### config.mk
export PLATFORM = sky130hd
export DESIGN_NAME = phase_angle_thyristor_firing
export DESIGN_NICKNAME = d
export VERILOG_FILES = /design/src/hw/rtl/patf_pkg.sv /design/src/hw/rtl/patf_front.sv /design/src/hw/rtl/patf_back.sv /design/src/hw/rtl/patf_resq.sv /design/src/hw/rtl/phase_angle_thyristor_firing.sv
export SDC_FILE = /design/constraint.sdc
export NUM_CORES = 2
export LEC_CHECK = 0
export BUFFER_PORTS_ARGS = -buffer_cell sky130_fd_sc_hd__buf_2
export CORE_ASPECT_RATIO = 2
export CORE_MARGIN = 4
export CORE_UTILIZATION = 65
export CTS_CLUSTER_SIZE = 12
export DETAILED_ROUTE_END_ITERATION = 7
export PLACE_DENSITY = 0.82
export SYNTH_ARGS = -nofsm -noshare
export SYNTH_HDL_FRONTEND = slang
export SYNTH_SLANG_ARGS = --single-unit
export TNS_END_PERCENT = 30
### constraint.sdc
create_clock -name i_clk -period 12.8 [get_ports i_clk]
set_clock_uncertainty 0.15 [all_clocks]
set_input_delay 1.28 -clock i_clk [delete_from_list [all_inputs] [get_ports i_clk]]
set_output_delay 1.28 -clock i_clk [all_outputs]
set_load 0.01 [all_outputs]
### src/hw/rtl/patf_pkg.sv
// Shared constants and types of the phase-angle thyristor firing controller.
`timescale 1ns / 1ps
package patf_pkg;

    localparam int RING_DEPTH     = 20;
    localparam int INTERVAL_WIDTH = 20;

    localparam int POS_W  = $clog2(RING_DEPTH);
    localparam int SUM_W  = INTERVAL_WIDTH + POS_W;
    localparam int DLY_W  = (INTERVAL_WIDTH > 16) ? INTERVAL_WIDTH : 16;
    localparam int SP_W   = 7;
    localparam int PROD_W = INTERVAL_WIDTH + SP_W;
    localparam int OUT_W  = 20;
    localparam int CFG_IDX_W  = 2;
    localparam int CFG_DATA_W = 16;

    localparam logic [SP_W-1:0] SP_MAX = SP_W'(100);

    localparam int CQ_DEPTH = 4;
    localparam int CQ_PTR_W = $clog2(CQ_DEPTH);
    localparam int RQ_DEPTH = 2;
    localparam int RQ_PTR_W = $clog2(RQ_DEPTH);

    typedef logic [1:0] t_kind;
    localparam t_kind K_OFF  = 2'd0;
    localparam t_kind K_TICK = 2'd1;
    localparam t_kind K_HOLD = 2'd2;
    localparam t_kind K_FIRE = 2'd3;

    typedef struct packed {
        logic            enable;
        logic [15:0]     pulse_width_us;
        logic [15:0]     min_delay_us;
        logic [SP_W-1:0] fire_threshold;
    } t_cfg;

    typedef struct packed {
        t_kind           kind;
        logic [SP_W-1:0] sp;
    } t_cmd;

    typedef struct packed {
        logic             gate;
        logic [OUT_W-1:0] half_period_avg;
        logic [OUT_W-1:0] firing_delay;
        logic             timer_armed;
    } t_res;

endpackage

### src/hw/rtl/patf_front.sv
// Front end: classifies incoming beats and queues them for the back end.
`timescale 1ns / 1ps
module patf_front (
    input  logic                    i_clk,
    input  logic                    i_rst_n,
    input  logic                    push,
    input  logic                    i_mode,
    input  logic [patf_pkg::SP_W-1:0] i_set_point,
    input  patf_pkg::t_cfg          i_cfg,
    output logic                    full,
    output logic                    o_cmd_valid,
    output patf_pkg::t_cmd          o_cmd,
    input  logic                    i_cmd_pop
);
    import patf_pkg::*;

    t_cmd                w_cmd;
    logic                w_push;
    t_cmd                r_q [CQ_DEPTH];
    logic [CQ_PTR_W-1:0] r_wr;
    logic [CQ_PTR_W-1:0] r_rd;
    logic [CQ_PTR_W:0]   r_cnt;
    logic [CQ_PTR_W:0]   n_cnt;

    always_comb begin
        w_cmd.sp = (i_set_point > SP_MAX) ? SP_MAX : i_set_point;
        if (!i_cfg.enable) begin
            w_cmd.kind = K_OFF;
        end else if (!i_mode) begin
            w_cmd.kind = K_TICK;
        end else if (i_set_point > i_cfg.fire_threshold) begin
            w_cmd.kind = K_FIRE;
        end else begin
            w_cmd.kind = K_HOLD;
        end
    end

    assign full        = (r_cnt == (CQ_PTR_W+1)'(CQ_DEPTH));
    assign w_push      = push && !full;
    assign o_cmd_valid = (r_cnt != '0);
    assign o_cmd       = r_q[r_rd];

    always_comb begin
        n_cnt = r_cnt;
        if (w_push && !i_cmd_pop) begin
            n_cnt = r_cnt + (CQ_PTR_W+1)'(1);
        end else if (!w_push && i_cmd_pop) begin
            n_cnt = r_cnt - (CQ_PTR_W+1)'(1);
        end
    end

    always_ff @(posedge i_clk) begin
        if (!i_rst_n) begin
            r_wr  <= '0;
            r_rd  <= '0;
            r_cnt <= '0;
        end else begin
            r_cnt <= n_cnt;
            if (w_push) begin
                r_wr <= r_wr + CQ_PTR_W'(1);
            end
            if (i_cmd_pop) begin
                r_rd <= r_rd + CQ_PTR_W'(1);
            end
        end
    end

    always_ff @(posedge i_clk) begin
        if (w_push) begin
            r_q[r_wr] <= w_cmd;
        end
    end

endmodule

### src/hw/rtl/patf_back.sv
// Back end: interval ring, averaging, firing delay and gate timing.
`timescale 1ns / 1ps
module patf_back (
    input  logic           i_clk,
    input  logic           i_rst_n,
    input  patf_pkg::t_cfg i_cfg,
    input  logic           i_cmd_valid,
    input  patf_pkg::t_cmd i_cmd,
    output logic           o_cmd_pop,
    input  logic           i_res_ready,
    output logic           o_res_valid,
    output patf_pkg::t_res o_res
);
    import patf_pkg::*;

    localparam int IW = INTERVAL_WIDTH;
    localparam logic [SUM_W-1:0]  AVG_RECIP = SUM_W'((64'd1 << SUM_W) / 64'(RING_DEPTH));
    localparam logic [SUM_W-1:0]  DEPTH_S   = SUM_W'(RING_DEPTH);
    localparam logic [PROD_W-1:0] PCT_RECIP = PROD_W'((64'd1 << PROD_W) / 64'd100);
    localparam logic [PROD_W-1:0] PCT_DIV   = PROD_W'(100);

    localparam logic [2:0] ST_RUN = 3'd0;
    localparam logic [2:0] ST_MUL = 3'd1;
    localparam logic [2:0] ST_AVG = 3'd2;
    localparam logic [2:0] ST_DP  = 3'd3;
    localparam logic [2:0] ST_DR  = 3'd4;
    localparam logic [2:0] ST_FIN = 3'd5;

    function automatic logic [OUT_W-1:0] fit_out(input logic [63:0] v);
        fit_out = v[OUT_W-1:0];
    endfunction

    logic [2:0]            r_st, n_st;
    logic [IW-1:0]         r_ring [RING_DEPTH];
    logic [RING_DEPTH-1:0] r_ring_vld;
    logic [POS_W-1:0]      r_pos, n_pos;
    logic [SUM_W-1:0]      r_sum, n_sum;
    logic [IW-1:0]         r_since, n_since;
    logic                  r_gate, n_gate;
    logic [DLY_W-1:0]      r_cnt, n_cnt;
    logic                  r_armed, n_armed;
    logic [DLY_W-1:0]      r_last, n_last;
    logic [IW-1:0]         r_avg, n_avg;
    logic [SP_W-1:0]       r_sp;
    logic                  r_fire;
    logic [2*SUM_W-1:0]    r_prod;
    logic [PROD_W-1:0]     r_prod2;
    logic [2*PROD_W-1:0]   r_prod3;

    logic                  w_cross;
    logic [IW-1:0]         w_old;
    logic [IW-1:0]         w_aq;
    logic [SUM_W-1:0]      w_arem;
    logic [IW-1:0]         w_avg;
    logic [IW-1:0]         w_dq;
    logic [PROD_W-1:0]     w_drem;
    logic [IW-1:0]         w_dly1;
    logic [DLY_W-1:0]      w_dly;

    // average: reciprocal multiply, then one correction step
    always_comb begin
        w_aq   = r_prod[SUM_W +: IW];
        w_arem = r_sum - SUM_W'(w_aq) * DEPTH_S;
        w_avg  = w_aq + IW'(w_arem >= DEPTH_S);
        w_dq   = r_prod3[PROD_W +: IW];
        w_drem = r_prod2 - PROD_W'(w_dq) * PCT_DIV;
        w_dly1 = w_dq + IW'(w_drem >= PCT_DIV);
        if (w_dly1 > r_avg) begin
            w_dly1 = r_avg;
        end
        w_dly = DLY_W'(w_dly1);
        if (w_dly < DLY_W'(i_cfg.min_delay_us)) begin
            w_dly = DLY_W'(i_cfg.min_delay_us);
        end
    end

    assign w_old = r_ring_vld[r_pos] ? r_ring[r_pos] : '0;

    always_comb begin
        n_st        = r_st;
        n_pos       = r_pos;
        n_sum       = r_sum;
        n_since     = r_since;
        n_gate      = r_gate;
        n_cnt       = r_cnt;
        n_armed     = r_armed;
        n_last      = r_last;
        n_avg       = r_avg;
        w_cross     = 1'b0;
        o_cmd_pop   = 1'b0;
        o_res_valid = 1'b0;
        unique case (r_st)
            ST_RUN: begin
                if (i_cmd_valid) begin
                    if (i_cmd.kind == K_HOLD || i_cmd.kind == K_FIRE) begin
                        o_cmd_pop = 1'b1;
                        w_cross   = 1'b1;
                        n_sum     = r_sum - SUM_W'(w_old) + SUM_W'(r_since);
                        n_pos     = (r_pos == POS_W'(RING_DEPTH - 1)) ? '0
                                                                       : r_pos + POS_W'(1);
                        n_since   = '0;
                        n_st      = ST_MUL;
                    end else if (i_res_ready) begin
                        o_cmd_pop   = 1'b1;
                        o_res_valid = 1'b1;
                        if (i_cmd.kind == K_OFF) begin
                            n_gate  = 1'b0;
                            n_armed = 1'b0;
                            n_cnt   = '0;
                        end else begin
                            if (r_since != '1) begin
                                n_since = r_since + IW'(1);
                            end
                            if (r_armed) begin
                                if (r_cnt > DLY_W'(1)) begin
                                    n_cnt = r_cnt - DLY_W'(1);
                                end else if (!r_gate) begin
                                    n_gate = 1'b1;
                                    n_cnt  = DLY_W'(i_cfg.pulse_width_us);
                                end else begin
                                    n_gate  = 1'b0;
                                    n_cnt   = '0;
                                    n_armed = 1'b0;
                                end
                            end
                        end
                    end
                end
            end
            ST_MUL: begin
                n_st = ST_AVG;
            end
            ST_AVG: begin
                n_avg = w_avg;
                n_st  = r_fire ? ST_DP : ST_FIN;
            end
            ST_DP: begin
                n_st = ST_DR;
            end
            ST_DR: begin
                n_st = ST_FIN;
            end
            ST_FIN: begin
                if (i_res_ready) begin
                    o_res_valid = 1'b1;
                    n_st        = ST_RUN;
                    if (r_fire) begin
                        n_last  = w_dly;
                        n_cnt   = w_dly;
                        n_gate  = 1'b0;
                        n_armed = 1'b1;
                    end
                end
            end
            default: begin
                n_st = ST_RUN;
            end
        endcase
        o_res.gate            = n_gate;
        o_res.half_period_avg = fit_out(64'(r_avg));
        o_res.firing_delay    = fit_out(64'(n_last));
        o_res.timer_armed     = n_armed;
    end

    always_ff @(posedge i_clk) begin
        if (!i_rst_n) begin
            r_st       <= ST_RUN;
            r_ring_vld <= '0;
            r_pos      <= '0;
            r_sum      <= '0;
            r_since    <= '0;
            r_gate     <= 1'b0;
            r_cnt      <= '0;
            r_armed    <= 1'b0;
            r_last     <= '0;
            r_avg      <= '0;
        end else begin
            r_st    <= n_st;
            r_pos   <= n_pos;
            r_sum   <= n_sum;
            r_since <= n_since;
            r_gate  <= n_gate;
            r_cnt   <= n_cnt;
            r_armed <= n_armed;
            r_last  <= n_last;
            r_avg   <= n_avg;
            if (w_cross) begin
                r_ring_vld[r_pos] <= 1'b1;
            end
        end
    end

    always_ff @(posedge i_clk) begin
        if (w_cross) begin
            r_ring[r_pos] <= r_since;
            r_sp          <= i_cmd.sp;
            r_fire        <= (i_cmd.kind == K_FIRE);
        end
        r_prod  <= (2*SUM_W)'(r_sum) * (2*SUM_W)'(AVG_RECIP);
        r_prod2 <= PROD_W'(r_avg) * PROD_W'(SP_MAX - r_sp);
        r_prod3 <= (2*PROD_W)'(r_prod2) * (2*PROD_W)'(PCT_RECIP);
    end

endmodule

### src/hw/rtl/patf_resq.sv
// Result queue between the back end and the output ports.
`timescale 1ns / 1ps
module patf_resq (
    input  logic           i_clk,
    input  logic           i_rst_n,
    input  logic           i_push,
    input  patf_pkg::t_res i_res,
    output logic           o_ready,
    output logic           empty,
    output patf_pkg::t_res o_res,
    input  logic           pop
);
    import patf_pkg::*;

    t_res                r_q [RQ_DEPTH];
    logic [RQ_PTR_W-1:0] r_wr;
    logic [RQ_PTR_W-1:0] r_rd;
    logic [RQ_PTR_W:0]   r_cnt;
    logic [RQ_PTR_W:0]   n_cnt;
    logic                w_pop;

    assign o_ready = (r_cnt != (RQ_PTR_W+1)'(RQ_DEPTH));
    assign empty   = (r_cnt == '0);
    assign w_pop   = pop && !empty;
    assign o_res   = r_q[r_rd];

    always_comb begin
        n_cnt = r_cnt;
        if (i_push && !w_pop) begin
            n_cnt = r_cnt + (RQ_PTR_W+1)'(1);
        end else if (!i_push && w_pop) begin
            n_cnt = r_cnt - (RQ_PTR_W+1)'(1);
        end
    end

    always_ff @(posedge i_clk) begin
        if (!i_rst_n) begin
            r_wr  <= '0;
            r_rd  <= '0;
            r_cnt <= '0;
        end else begin
            r_cnt <= n_cnt;
            if (i_push) begin
                r_wr <= r_wr + RQ_PTR_W'(1);
            end
            if (w_pop) begin
                r_rd <= r_rd + RQ_PTR_W'(1);
            end
        end
    end

    always_ff @(posedge i_clk) begin
        if (i_push) begin
            r_q[r_wr] <= i_res;
        end
    end

endmodule

### src/hw/rtl/phase_angle_thyristor_firing.sv
// Top level: configuration registers, front end, back end and result queue.
// Ticks and disabled beats: one per cycle while the back end is idle and the
//   result queue has room. Zero crossings pass ST_MUL, ST_AVG, ST_DP and ST_DR (fire
//   only) and ST_FIN: the reciprocal-multiply divide chain for average and delay.
// Synchronous active-low reset clears queues, timers and ring valid bits at once
//   and loads the register defaults; no clearing pass, push is taken right after.
`timescale 1ns / 1ps
module phase_angle_thyristor_firing (
    input  logic                          i_clk,
    input  logic                          i_rst_n,
    input  logic                          push,
    output logic                          full,
    input  logic                          i_mode,
    input  logic [patf_pkg::SP_W-1:0]     i_set_point,
    output logic                          empty,
    input  logic                          pop,
    output logic                          o_gate,
    output logic [patf_pkg::OUT_W-1:0]    o_half_period_avg,
    output logic [patf_pkg::OUT_W-1:0]    o_firing_delay,
    output logic                          o_timer_armed,
    input  logic                          i_cfg_we,
    input  logic [patf_pkg::CFG_IDX_W-1:0]  i_cfg_idx,
    input  logic [patf_pkg::CFG_DATA_W-1:0] i_cfg_data
);
    import patf_pkg::*;

    localparam logic [CFG_IDX_W-1:0] CFG_ENABLE  = CFG_IDX_W'(0);
    localparam logic [CFG_IDX_W-1:0] CFG_PULSE   = CFG_IDX_W'(1);
    localparam logic [CFG_IDX_W-1:0] CFG_MIN_DLY = CFG_IDX_W'(2);
    localparam logic [CFG_IDX_W-1:0] CFG_THRESH  = CFG_IDX_W'(3);

    t_cfg r_cfg;
    logic w_cmd_valid;
    t_cmd w_cmd;
    logic w_cmd_pop;
    logic w_res_ready;
    logic w_res_valid;
    t_res w_res;
    t_res w_head;

    always_ff @(posedge i_clk) begin
        if (!i_rst_n) begin
            r_cfg.enable         <= 1'b0;
            r_cfg.pulse_width_us <= 16'd500;
            r_cfg.min_delay_us   <= 16'd100;
            r_cfg.fire_threshold <= SP_W'(10);
        end else if (i_cfg_we) begin
            unique case (i_cfg_idx)
                CFG_ENABLE:  r_cfg.enable         <= i_cfg_data[0];
                CFG_PULSE:   r_cfg.pulse_width_us <= i_cfg_data[15:0];
                CFG_MIN_DLY: r_cfg.min_delay_us   <= i_cfg_data[15:0];
                CFG_THRESH:  r_cfg.fire_threshold <= i_cfg_data[SP_W-1:0];
            endcase
        end
    end

    patf_front u_front (
        .i_clk       (i_clk),
        .i_rst_n     (i_rst_n),
        .push        (push),
        .i_mode      (i_mode),
        .i_set_point (i_set_point),
        .i_cfg       (r_cfg),
        .full        (full),
        .o_cmd_valid (w_cmd_valid),
        .o_cmd       (w_cmd),
        .i_cmd_pop   (w_cmd_pop)
    );

    patf_back u_back (
        .i_clk       (i_clk),
        .i_rst_n     (i_rst_n),
        .i_cfg       (r_cfg),
        .i_cmd_valid (w_cmd_valid),
        .i_cmd       (w_cmd),
        .o_cmd_pop   (w_cmd_pop),
        .i_res_ready (w_res_ready),
        .o_res_valid (w_res_valid),
        .o_res       (w_res)
    );

    patf_resq u_resq (
        .i_clk   (i_clk),
        .i_rst_n (i_rst_n),
        .i_push  (w_res_valid),
        .i_res   (w_res),
        .o_ready (w_res_ready),
        .empty   (empty),
        .o_res   (w_head),
        .pop     (pop)
    );

    assign o_gate            = w_head.gate;
    assign o_half_period_avg = w_head.half_period_avg;
    assign o_firing_delay    = w_head.firing_delay;
    assign o_timer_armed     = w_head.timer_armed;

endmodule
==> results.toml <==
[outcome]
status = "complete, but fails checks"
violations = "DRC"

[worst_hold_path]
min_from = "u_back.r_avg[18]$_SDFFE_PN0P_"
whs_path_depth = 0
min_path_type = "flip-flop to flip-flop"
hold_path_end = "u_resq.r_q[0][39]$_DFFE_PP_"

[synth]
synth-edff-count = 528
synth_seq_cells = 789
synthCells = 5665
avgSynthCellArea_um2 = 11.3
synth_nets = 7118
synth_cell_types = 82
ys_warn_count = 0
synthArstFlopShare_pct = 0
synth_area_mm2 = 0.0639
yosysSeqAreaShare_pct = 33.0
ys.flop_type = "edfxtp_1"

[timing]
setup_viol = 0
setup_tns_ns = 0
worstMarginPinSlew_ns = 1.28
rsz0062_at_grt = "no"
relSlewSlack_pct = 13.8
hold_viol_final = 0
finalCritPeriodShare_pct = 92.5
layout_min_cycle_time_ns = 11.84
finalMaxSlewViolations = 0
finalWorstSetupSlack_ns = 0.957
timing.fmax_mhz = 84.4

[clock_network]
worstSkewPairLatency_ns = 0.70
cts_tree = "yes"
clkTransAtPathRegs_ns = 0.07
cts_buffer_depth = 3
postCtsSetupBuffers = 0
cts_root_buf = "clkbuf_16"
cts.sinks = 789
cts_hold_buf = 0
numCtsBuffers = 77
htreeDepth = 3

[finish]
finalCoreUtilization_pct = 70.1
drive_above_1_share_pct = 8.54
area_growth_pct = 6.98
fin_nets = 7199

[critical_path]
crit_path_start_kind = "flip-flop"
reg2reg_to = "u_resq.r_q[0][4]$_DFFE_PP_"
crit_type = "flip-flop to flip-flop"
required_ns = 13.04
cp-end-kind = "flip-flop"
crit_arrival_ns = 12.08
critPathMaxStageDelay_ns = 0.49
cp_max_fo = 25
cpMaxStageDelayCell = "fa_1"
r2r_slack_ns = 0.96
r2r-start = "u_back.r_prod3[35]$_DFF_P_"
reg2reg_depth = 48
cp_common_cell = "ha_1"

[route]
drt-pass1-iter-count = 8
drt-vias-per-instance = 6.11
wl_per_cell_um = 24.7
routed_wl_mm = 177
drtAntennaViolNets = 0
drt_iter0_drc = 2767
drcViolationCount = 2
route.vias.total = 43600

[global_route]
grt.overflow.total = 0
grt_pass1_wl_mm = 269
antenna_found_initial = 13
grt_max_degree = 90
grt_use_total_pct = 34.5
grt_pass1_vias = 47700

[place]
dp_slack_ns = 0.641
io_buffer_count = 74
dp_hpwl_mm = 139
gp_congestion = 1.07

[die]
die_area_mm2 = 0.104
row_count = 162
dieHeight_um = 451
die_w_um = 230
ioPinCount = 75
core_area_mm2 = 0.0975
start_util_pct = 65.5

[flow_run]
drv_cap = 0
==> per-stage QoR <==
stage / std cells / hold WS [ns] / area, µm²
6_report: 7147 / 0.302 / 68300
5_1_grt: 7146 / 0.315 / 68300
3_5_place_dp: 6979 / 0.298 / 66000
2_1_floorplan: 5665 / 0.274 / 63900
3_3_place_gp: 6979 / 0.287 / 66000
4_1_cts: 7120 / 0.304 / 68300
==> worst max-delay path by stage <==
stage,endpoint,start,slack (ns)
finish,u_resq.r_q[0][4]$_DFFE_PP_,u_back.r_prod3[35]$_DFF_P_,0.96
detailed placement,u_back.r_cnt[1]$_SDFFE_PN0P_,u_back.r_prod3[28]$_DFF_P_,0.64
global placement,u_resq.r_q[0][8]$_DFFE_PP_,u_back.r_prod3[36]$_DFF_P_,0.79
global route,u_resq.r_q[0][8]$_DFFE_PP_,u_back.r_prod3[28]$_DFF_P_,0.07
CTS,u_resq.r_q[0][4]$_DFFE_PP_,u_back.r_prod3[28]$_DFF_P_,0.58
floorplan,u_resq.r_q[0][6]$_DFFE_PP_,u_back.r_prod3[28]$_DFF_P_,2.61
==> metal layers <==
| metal | GRT usage (%) | wire length [µm] | up-vias |
|---|---|---|---|
| met5 | 0 | 13 | - |
| met1 | 30.4 | 50000 | 21600 |
| met4 | 33.4 | 21500 | 2 |
| li1 | - | - | 19300 |
| met2 | 65.0 | 96400 | 1877 |
| met3 | 4.75 | 8650 | 902 |
==> cells by family after synthesis <==
kind of cell | count (synthesis) | share of synthesized area (%)
adders and majority gates | 1422 | 35.2
xor gates and xnor gates | 235 | 3.22
DFF | 789 | 33.0
AOI/OAI and AO/OA | 674 | 6.62
muxes | 247 | 6.62
buffers and inverters | 1205 | 7.15
and+or+nand+nor | 1093 | 8.15
==> layout make-up <==
type	instances	area, µm²
antenna	27	67.6
clock buffer	132	2170
clock inverter	9	133
fill	6802	29200
inverter	1061	3990
multi-input combinational	3671	38300
sequential	789	21100
tap	1312	1640
timing repair buffer	146	911
==> cells in the mapped netlist (all sizes together) (79+ instances only) <==
cell type	number	area share, %
nand3	79	0.62
ha	794	16
o21ai	152	1.2
inv	1061	6.2
dfxtp	261	8.2
nor2	314	1.8
clkbuf	118	0.70
fa	628	20
nand2	319	1.9
a21oi	221	1.7
mux4	134	4.7
and2	85	0.83
edfxtp	528	25
xnor2	171	2.3
==> repair_timing <==
item / CTS / global route
hold endpoints to repair: 0 / 0
resized for setup: 0 / 3
endpoints found under the setup margin: 0 / 56
==> cells in the final DEF, fill, tap and decap left out, types with 52 or more instances in the layout <==
cell          n
a21oi_1     218
and2_1       85
buf_2        74
buf_4        72
clkbuf_1     52
clkbuf_16    78
dfxtp_1     258
edfxtp_1    528
fa_1        628
ha_1        794
inv_1      1060
mux2_2       62
mux4_2      134
nand2_1     318
nand3_1      79
nor2_1      291
nor3_1       56
o21ai_0     146
xnor2_1     169
xor2_1       64
==> registers in the layout (all words and copies together) (netlist names), 5 cells and up, named ones only <==
register and flops:
u_back.r_prod 20, u_back.r_since 20, u_back.r_sum 25, u_front.r_q 36, u_back.r_prod2 27, u_back.r_avg 20, u_back.r_cnt 20, u_back.r_ring_vld 20
u_back.r_sp 7, u_back.r_last 20, r_cfg 40, u_back.r_prod3 20, u_resq.r_q 84, u_back.r_pos 5, u_back.r_ring 400
==> critical path, delay by kind of cell (launching register included) <==
kind,cells,cell delay (ns)
buf+inv,4,0.55
xor+xnor,2,0.34
flops,1,0.47
fa+ha+maj,8,2.55
compound gates,20,4.38
mux,2,0.62
simple gates,12,2.46
Power is not shown: default switching activity piles up to over one toggle a cycle in this logic, so the estimate is an artifact.
